**config.mk**
```make
export PLATFORM = sky130hd
export DESIGN_NAME = chunked_millisecond_oneshot_timer
export DESIGN_NICKNAME = d
export VERILOG_FILES = /design/src/rtl/core/cmt_pkg.sv /design/src/rtl/core/cmt_div.sv /design/src/rtl/core/cmt_mul.sv /design/src/rtl/core/chunked_millisecond_oneshot_timer.sv
export SDC_FILE = /design/constraint.sdc
export NUM_CORES = 2
export LEC_CHECK = 0
export ABC_AREA = 1
export BUFFER_PORTS_ARGS = -buffer_cell sky130_fd_sc_hd__buf_4
export CAP_MARGIN = 5
export CORE_MARGIN = 1
export CORE_UTILIZATION = 55
export DETAILED_ROUTE_END_ITERATION = 8
export GPL_TIMING_DRIVEN = 1
export PLACE_DENSITY = 0.72
export SYNTH_ARGS = -nofsm -noshare
export SYNTH_HDL_FRONTEND = slang
export SYNTH_HIERARCHICAL = 1
export SYNTH_SLANG_ARGS = --single-unit
```
**constraint.sdc**
```tcl
create_clock -name clk -period 8.38 [get_ports clk]
set_input_delay 0.419 -clock clk [delete_from_list [all_inputs] [get_ports clk]]
set_output_delay 0.419 -clock clk [all_outputs]
set_load 0.05 [all_outputs]
```
**src/rtl/core/cmt_pkg.sv**
```systemverilog
`default_nettype none

package cmt_pkg;

	localparam int MS_W    = 32;
	localparam int TICKS_W = 20;
	localparam int CNT_W   = 32;
	localparam int DATA_W  = 20;

	// Dividends for the chunk limit: full span of the narrow counter, top of the wide one.
	localparam logic [CNT_W-1:0] CNT16_SPAN = 32'd65536;
	localparam logic [CNT_W-1:0] CNT32_TOP  = 32'hFFFF_FFFF;
	localparam logic [CNT_W-1:0] MASK16     = 32'h0000_FFFF;
	localparam logic [CNT_W-1:0] MASK32     = 32'hFFFF_FFFF;

	localparam logic [TICKS_W-1:0] TICKS_RESET = 20'd1000;
	localparam logic [CNT_W-1:0]   CMP_RESET   = 32'd999;

	localparam logic REG_TICKS = 1'b0;
	localparam logic REG_WIDE  = 1'b1;

	localparam logic MODE_TICK  = 1'b0;
	localparam logic MODE_START = 1'b1;

	localparam int DIV_STEPS = 32;
	localparam int DIV_CNT_W = 5;

	typedef struct packed {
		logic busy;
		logic done;
	} div_sts_t;

endpackage

`default_nettype wire

```
**src/rtl/core/cmt_div.sv**
```systemverilog
`default_nettype none

module cmt_div import cmt_pkg::*; (
	input  wire logic               clk,
	input  wire logic               arst_n,
	input  wire logic               start,
	input  wire logic [CNT_W-1:0]   dividend,
	input  wire logic [TICKS_W-1:0] divisor,
	output div_sts_t                sts,
	output logic      [CNT_W-1:0]   quotient
);

	logic [CNT_W-1:0]     dq_q;
	logic [TICKS_W-1:0]   r_q;
	logic [TICKS_W-1:0]   d_q;
	logic [DIV_CNT_W-1:0] cnt_q;
	logic                 busy_q;
	logic                 done_q;

	logic [TICKS_W:0]   shifted;
	logic [TICKS_W+1:0] diff;
	logic               ge;

	// One restoring step per cycle: shift in the next dividend bit and try a subtract.
	assign shifted = {r_q, dq_q[CNT_W-1]};
	assign diff    = {1'b0, shifted} - {2'b00, d_q};
	assign ge      = ~diff[TICKS_W+1];

	always_ff @(posedge clk or negedge arst_n) begin
		if (!arst_n) begin
			busy_q <= 1'b0;
			done_q <= 1'b0;
			cnt_q  <= '0;
		end else begin
			done_q <= 1'b0;
			if (start) begin
				busy_q <= 1'b1;
				cnt_q  <= DIV_CNT_W'(DIV_STEPS - 1);
			end else if (busy_q) begin
				cnt_q <= cnt_q - 1'b1;
				if (cnt_q == '0) begin
					busy_q <= 1'b0;
					done_q <= 1'b1;
				end
			end
		end
	end

	always_ff @(posedge clk) begin
		if (start) begin
			dq_q <= dividend;
			r_q  <= '0;
			d_q  <= divisor;
		end else if (busy_q) begin
			dq_q <= {dq_q[CNT_W-2:0], ge};
			r_q  <= ge ? diff[TICKS_W-1:0] : shifted[TICKS_W-1:0];
		end
	end

	assign sts.busy = busy_q;
	assign sts.done = done_q;
	assign quotient = dq_q;

endmodule

`default_nettype wire

```
**src/rtl/core/cmt_mul.sv**
```systemverilog
`default_nettype none

module cmt_mul import cmt_pkg::*; (
	input  wire logic               clk,
	input  wire logic [TICKS_W-1:0] a,
	input  wire logic [MS_W-1:0]    b,
	output logic      [CNT_W-1:0]   prod
);

	logic [TICKS_W+MS_W-1:0] full;
	logic [CNT_W-1:0]        prod_q;

	assign full = (TICKS_W + MS_W)'(a) * (TICKS_W + MS_W)'(b);

	// Only the low word matters: the compare value is taken modulo the counter width.
	always_ff @(posedge clk) begin
		prod_q <= full[CNT_W-1:0];
	end

	assign prod = prod_q;

endmodule

`default_nettype wire

```
**src/rtl/core/chunked_millisecond_oneshot_timer.sv**
```systemverilog
// Tick items that schedule no new chunk, and zero-duration starts: result registered in the
// cycle after the transfer, one item per cycle while idle and no stalled result is held.
// A compare match that schedules another chunk: chunk select, multiply and compare update.
// A nonzero start: the 32-step shift-subtract divider forms the chunk limit, then those three.
// Reset: idle, no result pending, ticks_per_ms = 1000, 16-bit counter, compare = 999.
`default_nettype none

module chunked_millisecond_oneshot_timer import cmt_pkg::*; (
	input  wire logic               clk,
	input  wire logic               arst_n,
	input  wire logic               item_valid,
	output logic                    item_stall,
	input  wire logic               mode,
	input  wire logic [MS_W-1:0]    duration_ms,
	output logic                    res_valid,
	input  wire logic               res_stall,
	output logic                    expired,
	output logic                    chunk_done,
	output logic                    busy_res,
	output logic      [MS_W-1:0]    elapsed_ms,
	output logic      [MS_W-1:0]    remaining_ms,
	input  wire logic               cfg_valid,
	output logic                    cfg_ready,
	input  wire logic               cfg_index,
	input  wire logic [DATA_W-1:0]  cfg_data
);

	localparam logic [2:0] ST_IDLE  = 3'd0;
	localparam logic [2:0] ST_DIV   = 3'd1;
	localparam logic [2:0] ST_SCHED = 3'd2;
	localparam logic [2:0] ST_MUL   = 3'd3;
	localparam logic [2:0] ST_DEC   = 3'd4;

	logic [2:0]         state_q;
	logic [TICKS_W-1:0] ticks_q;
	logic               wide_q;
	logic [CNT_W-1:0]   tick_q;
	logic [CNT_W-1:0]   cmp_q;
	logic [MS_W-1:0]    rem_q;
	logic [MS_W-1:0]    chunk_q;
	logic [MS_W-1:0]    elap_q;
	logic [MS_W-1:0]    limit_q;
	logic               running_q;
	logic               pend_chunk_q;

	logic               res_valid_q;
	logic               res_exp_q;
	logic               res_chunk_q;
	logic               res_busy_q;
	logic [MS_W-1:0]    res_elap_q;
	logic [MS_W-1:0]    res_rem_q;

	logic               accept;
	logic               res_take;
	logic [TICKS_W-1:0] t_eff;
	logic [CNT_W-1:0]   mask;
	logic               match;
	logic [MS_W-1:0]    elap_next;
	logic [MS_W-1:0]    rem_next;
	logic               div_start;
	div_sts_t           div_sts;
	logic [CNT_W-1:0]   div_q;
	logic [CNT_W-1:0]   prod;

	assign accept    = item_valid && !item_stall;
	assign res_take  = res_valid_q && !res_stall;
	assign item_stall = (state_q != ST_IDLE) || (res_valid_q && res_stall);
	assign cfg_ready = 1'b1;

	assign t_eff     = (ticks_q == '0) ? TICKS_W'(1) : ticks_q;
	assign mask      = wide_q ? MASK32 : MASK16;
	assign match     = (tick_q & mask) == (cmp_q & mask);
	assign elap_next = elap_q + chunk_q;
	assign rem_next  = rem_q - chunk_q;
	assign div_start = accept && (mode == MODE_START) && (duration_ms != '0);

	cmt_div u_div (
		.clk      (clk),
		.arst_n   (arst_n),
		.start    (div_start),
		.dividend (wide_q ? CNT32_TOP : CNT16_SPAN),
		.divisor  (t_eff),
		.sts      (div_sts),
		.quotient (div_q)
	);

	cmt_mul u_mul (
		.clk  (clk),
		.a    (t_eff),
		.b    (chunk_q),
		.prod (prod)
	);

	always_ff @(posedge clk or negedge arst_n) begin
		if (!arst_n) begin
			state_q      <= ST_IDLE;
			ticks_q      <= TICKS_RESET;
			wide_q       <= 1'b0;
			tick_q       <= '0;
			cmp_q        <= CMP_RESET;
			rem_q        <= '0;
			chunk_q      <= '0;
			elap_q       <= '0;
			limit_q      <= '0;
			running_q    <= 1'b0;
			pend_chunk_q <= 1'b0;
			res_valid_q  <= 1'b0;
		end else begin
			if (cfg_valid && cfg_ready) begin
				if (cfg_index == REG_TICKS) begin
					ticks_q <= cfg_data;
				end else begin
					wide_q <= cfg_data[0];
				end
			end

			if (res_take) begin
				res_valid_q <= 1'b0;
			end

			case (state_q)
				ST_IDLE: begin
					if (accept) begin
						if (mode == MODE_START) begin
							if (duration_ms == '0) begin
								res_valid_q <= 1'b1;
							end else begin
								elap_q       <= '0;
								rem_q        <= duration_ms;
								running_q    <= 1'b1;
								pend_chunk_q <= 1'b0;
								state_q      <= ST_DIV;
							end
						end else if (!match) begin
							tick_q      <= (tick_q + 1'b1) & mask;
							res_valid_q <= 1'b1;
						end else begin
							tick_q <= '0;
							if (running_q) begin
								elap_q <= elap_next;
								rem_q  <= rem_next;
								if (rem_next == '0) begin
									running_q   <= 1'b0;
									res_valid_q <= 1'b1;
								end else begin
									pend_chunk_q <= 1'b1;
									state_q      <= ST_SCHED;
								end
							end else begin
								res_valid_q <= 1'b1;
							end
						end
					end
				end
				ST_DIV: begin
					if (div_sts.done) begin
						limit_q <= (div_q == '0) ? MS_W'(1) : div_q;
						state_q <= ST_SCHED;
					end
				end
				ST_SCHED: begin
					chunk_q <= (rem_q > limit_q) ? limit_q : rem_q;
					tick_q  <= '0;
					state_q <= ST_MUL;
				end
				ST_MUL: begin
					state_q <= ST_DEC;
				end
				ST_DEC: begin
					cmp_q       <= (prod - 1'b1) & mask;
					res_valid_q <= 1'b1;
					state_q     <= ST_IDLE;
				end
				default: begin
					state_q <= ST_IDLE;
				end
			endcase
		end
	end

	// Result payload; the fields of an immediate result are formed from the item and the timer state.
	always_ff @(posedge clk) begin
		if (state_q == ST_DEC) begin
			res_exp_q   <= 1'b0;
			res_chunk_q <= pend_chunk_q;
			res_busy_q  <= 1'b1;
			res_elap_q  <= elap_q;
			res_rem_q   <= rem_q;
		end else if (accept) begin
			res_elap_q <= elap_q;
			res_rem_q  <= rem_q;
			res_busy_q <= running_q;
			res_exp_q  <= 1'b0;
			res_chunk_q <= 1'b0;
			if (mode == MODE_START) begin
				res_exp_q <= (duration_ms == '0);
			end else if (match && running_q) begin
				res_chunk_q <= 1'b1;
				res_elap_q  <= elap_next;
				res_rem_q   <= rem_next;
				res_exp_q   <= (rem_next == '0);
				res_busy_q  <= (rem_next != '0);
			end
		end
	end

	assign res_valid    = res_valid_q;
	assign expired      = res_exp_q;
	assign chunk_done   = res_chunk_q;
	assign busy_res     = res_busy_q;
	assign elapsed_ms   = res_elap_q;
	assign remaining_ms = res_rem_q;

	a_busy_stalls: assert property (@(posedge clk) disable iff (!arst_n)
		(state_q != ST_IDLE) |-> item_stall)
		else $error("item taken while the sequencer is busy");

	a_div_in_div: assert property (@(posedge clk) disable iff (!arst_n)
		div_sts.done |-> (state_q == ST_DIV))
		else $error("divider finished outside the limit computation");

	a_idle_no_rem: assert property (@(posedge clk) disable iff (!arst_n)
		!running_q |-> (rem_q == '0))
		else $error("remaining time left on a stopped timer");

	a_slot_free: assert property (@(posedge clk) disable iff (!arst_n)
		(state_q == ST_DEC) |-> !res_valid_q)
		else $error("result register still occupied when a scheduled result is written");

endmodule

`default_nettype wire

```
==> implementation parameters <==
Parameter                              Value

Floorplanning
  Chip Width    265.9 µm
  Overall die area    70690 µm²
  Top-level I/O count    129
  Die Y-Extent    265.9 µm
  Starting Density    55.74%
  Area inside the core boundary    68710 µm²
  Rows    96

Global route
  Via count of the first global-routing pass    32429
  First-pass GRT wire length    175100 µm
  Total gr overflow    0
  Pin count of the biggest net entering global routing    94
  Initial antenna violation count    0
  Total global routing track utilization    31.79%

Drt
  Post-DR wirelength/cell    18.11 µm
  Post-route DRC violation count    0
  First-pass iteration count of the detailed router    6
  Routed vias    32574
  Final ANT Viol Nets    0
  Post-detailed-route via-to-cell ratio    5.363
  Iteration-0 DRC count of the detailed router    2886
  Routed WL    110000 µm

Clock tree
  Number of buffers added by the clock tree synthesis step    47
  Number of instances resized during post-cts repair    0
  Clock root buffer    sky130_fd_sc_hd__clkbuf_16
  Cts hold-fix bufs    3
  Deepest level of the CTS H-tree    2
  Clock sinks    397
  Worst-path clk slew    0.06 ns
  Clock Path Buffers    3
  Setup Fix Bufs, Post-CTS    0
  Clock latency at the later pin of the worst-skew pair    0.62 ns
  CTS tree    built

Hold path
  Type of the tightest min-delay check    in -> reg

Finish
  Synthesis-to-finish area growth    8.203%
  Area occupied by multi-input gates    22790 µm²
  Fraction of final layout cells with drive strength greater than 1    7.350%
  Sequential standard cell area    10270 µm²
  Fillcell total    6347
  Total non-filler cell area in the finished layout    41440 µm²
  Number of antenna diodes    0
  Number of nets in the finished design    5718

Placed design
  Area post-placement    39820 µm²
  HPWL after detailed placement    83620 µm
  Final estimated routing congestion in global placement    0.9646
  Port Buffer Count    127

Yosys
  Netlist Area Pre-Place    38300 µm²
  Per-instance average area after synthesis    7.542 µm²
  Synthesized instance count    5078
  Total number of yosys warnings    6

STA
  Highest clock frequency the design can meet    0.1479 GHz
  Worst Tran Pin Value    1.142 ns
  Setup TNS    0 ns
  Final setup violation count    0
  Endpoints failing hold    0
  Worst relative slew slack    23.87%
  Final period utilization    80.68%
  Worst clock skew    0.02319 ns
  Fin crit period    6.761 ns
  Pins over their slew limit    0
  Setup repair after global routing missed its margin    false

Critical path
  CP Data Arrival Time    7.25 ns
  Endpoint kind of the worst setup timing path    flop
  Reg-to-reg setup timing slack    1.62 ns
  Maximum fanout along the worst path    20
  Crit path required time    8.87 ns
  Setup CP Type    reg -> reg
  Crit start category    flop

Run
  Max-capacitance violation count    0

Power and ir drop
  Peak ir drop on the vdd network    0.0001542 V
  Total power per unit cell area    107.2 nW/µm²
  Leakage Power    0.02224 µW

Run status
  Result of the run    complete, no violations
==> area by class of cell <==
type,count,share of cell area (%)
clock buffer,66,3.083
clock inverter,22,0.7608
inverter,1170,10.60
multi-input combinational,3326,55.00
sequential,397,24.78
tap,931,2.811
timing repair buffer,162,2.971
==> state kept, by name, summed over array words and instances, names as in the netlist, 32 cells and up <==
| name | cells |
|---|---|
| elapsed_ms | 32 |
| chunk_q | 32 |
| cmp_q | 32 |
| remaining_ms | 32 |
| tick_q | 32 |
| limit_q | 32 |
| u_div/quotient | 32 |
| u_mul/prod | 32 |
| rem_q | 32 |
| elap_q | 32 |
==> critical path: stages, from the launching register on <==
cell and delay [ns]:
sky130_fd_sc_hd__dfrtp_1 0.99, sky130_fd_sc_hd__buf_4 0.34, sky130_fd_sc_hd__nand2_1 0.07, sky130_fd_sc_hd__inv_1 0.10
sky130_fd_sc_hd__fa_1 0.44, sky130_fd_sc_hd__fa_1 0.53, sky130_fd_sc_hd__fa_1 0.47, sky130_fd_sc_hd__fa_1 0.56
sky130_fd_sc_hd__fa_1 0.45, sky130_fd_sc_hd__fa_1 0.49, sky130_fd_sc_hd__inv_1 0.04, sky130_fd_sc_hd__fa_1 0.47
sky130_fd_sc_hd__inv_1 0.04, sky130_fd_sc_hd__ha_1 0.37, sky130_fd_sc_hd__nand2_1 0.11, sky130_fd_sc_hd__nor2_1 0.16
sky130_fd_sc_hd__nor3b_2 0.33, sky130_fd_sc_hd__nand4_1 0.20, sky130_fd_sc_hd__nand3_2 0.15, sky130_fd_sc_hd__nand2_1 0.07
sky130_fd_sc_hd__nand2_2 0.08, sky130_fd_sc_hd__a21oi_2 0.06, sky130_fd_sc_hd__xnor2_1 0.11
==> layout by cell type, fill, tap and decap left out, types with 19 or more instances in the layout <==
| cell type | n |
|---|---|
| sky130_fd_sc_hd__fa_1 | 356 |
| sky130_fd_sc_hd__edfxtp_1 | 117 |
| sky130_fd_sc_hd__nand4_1 | 55 |
| sky130_fd_sc_hd__o211ai_1 | 20 |
| sky130_fd_sc_hd__nor2_1 | 216 |
| sky130_fd_sc_hd__ha_1 | 199 |
| sky130_fd_sc_hd__xnor2_1 | 56 |
| sky130_fd_sc_hd__o21ai_0 | 253 |
| sky130_fd_sc_hd__o21ai_1 | 81 |
| sky130_fd_sc_hd__dfrtp_1 | 212 |
| sky130_fd_sc_hd__nor3_1 | 32 |
| sky130_fd_sc_hd__nand2_1 | 1470 |
| sky130_fd_sc_hd__nand3_1 | 143 |
| sky130_fd_sc_hd__dfxtp_1 | 54 |
| sky130_fd_sc_hd__mux2_2 | 19 |
| sky130_fd_sc_hd__inv_1 | 1155 |
| sky130_fd_sc_hd__a21oi_1 | 133 |
| sky130_fd_sc_hd__xor2_1 | 66 |
| sky130_fd_sc_hd__nor4_1 | 25 |
| sky130_fd_sc_hd__buf_4 | 158 |
| sky130_fd_sc_hd__clkbuf_16 | 47 |
==> layer usage <==
layer  up-vias  part of all wire (%)  GRT usage [%]
li1      15473                     -              -
met1     15627                    42          42.01
met2      1197                    46          51.71
met3       277                   7.0          4.658
met4         0                   4.9          14.63
met5         -                     0              0
==> where the power goes <==
group	total (µW)	switching (µW)	internal (µW)
sequential	2110	102	2010
clock	2150	887	1260
combinational	183	130	53.5
==> final timing paths <==
kind                               startpoint              to  cells after the start
worst max-delay path               chunk_q[1]  u_mul/prod[28]                     22
worst min-delay path             cfg_data[19]     ticks_q[19]                      2
worst max register to register     chunk_q[1]  u_mul/prod[28]                     22
worst min register to register  u_mul/prod[0]        cmp_q[0]                      1
max in group asynchronous              arst_n      elap_q[28]                      3
min in group asynchronous              arst_n  u_div/cnt_q[0]                      2
==> per-stage QoR <==
stage	utilization (%)	total power, µW	hold WS [ns]	worst slack, ns	std cells
floorplan	-	2186	0.1234	2.193	5079
global placement	57.95	2315	0.3959	1.594	5983
detailed placement	57.95	2319	0.4017	1.692	5983
CTS	60.32	4468	0.009456	1.649	6074
global route	60.32	4544	0.03353	1.358	6074
finish	60.32	4441	0.03803	1.619	6074
No activity file was read; power rests on OpenSTA's default activity.
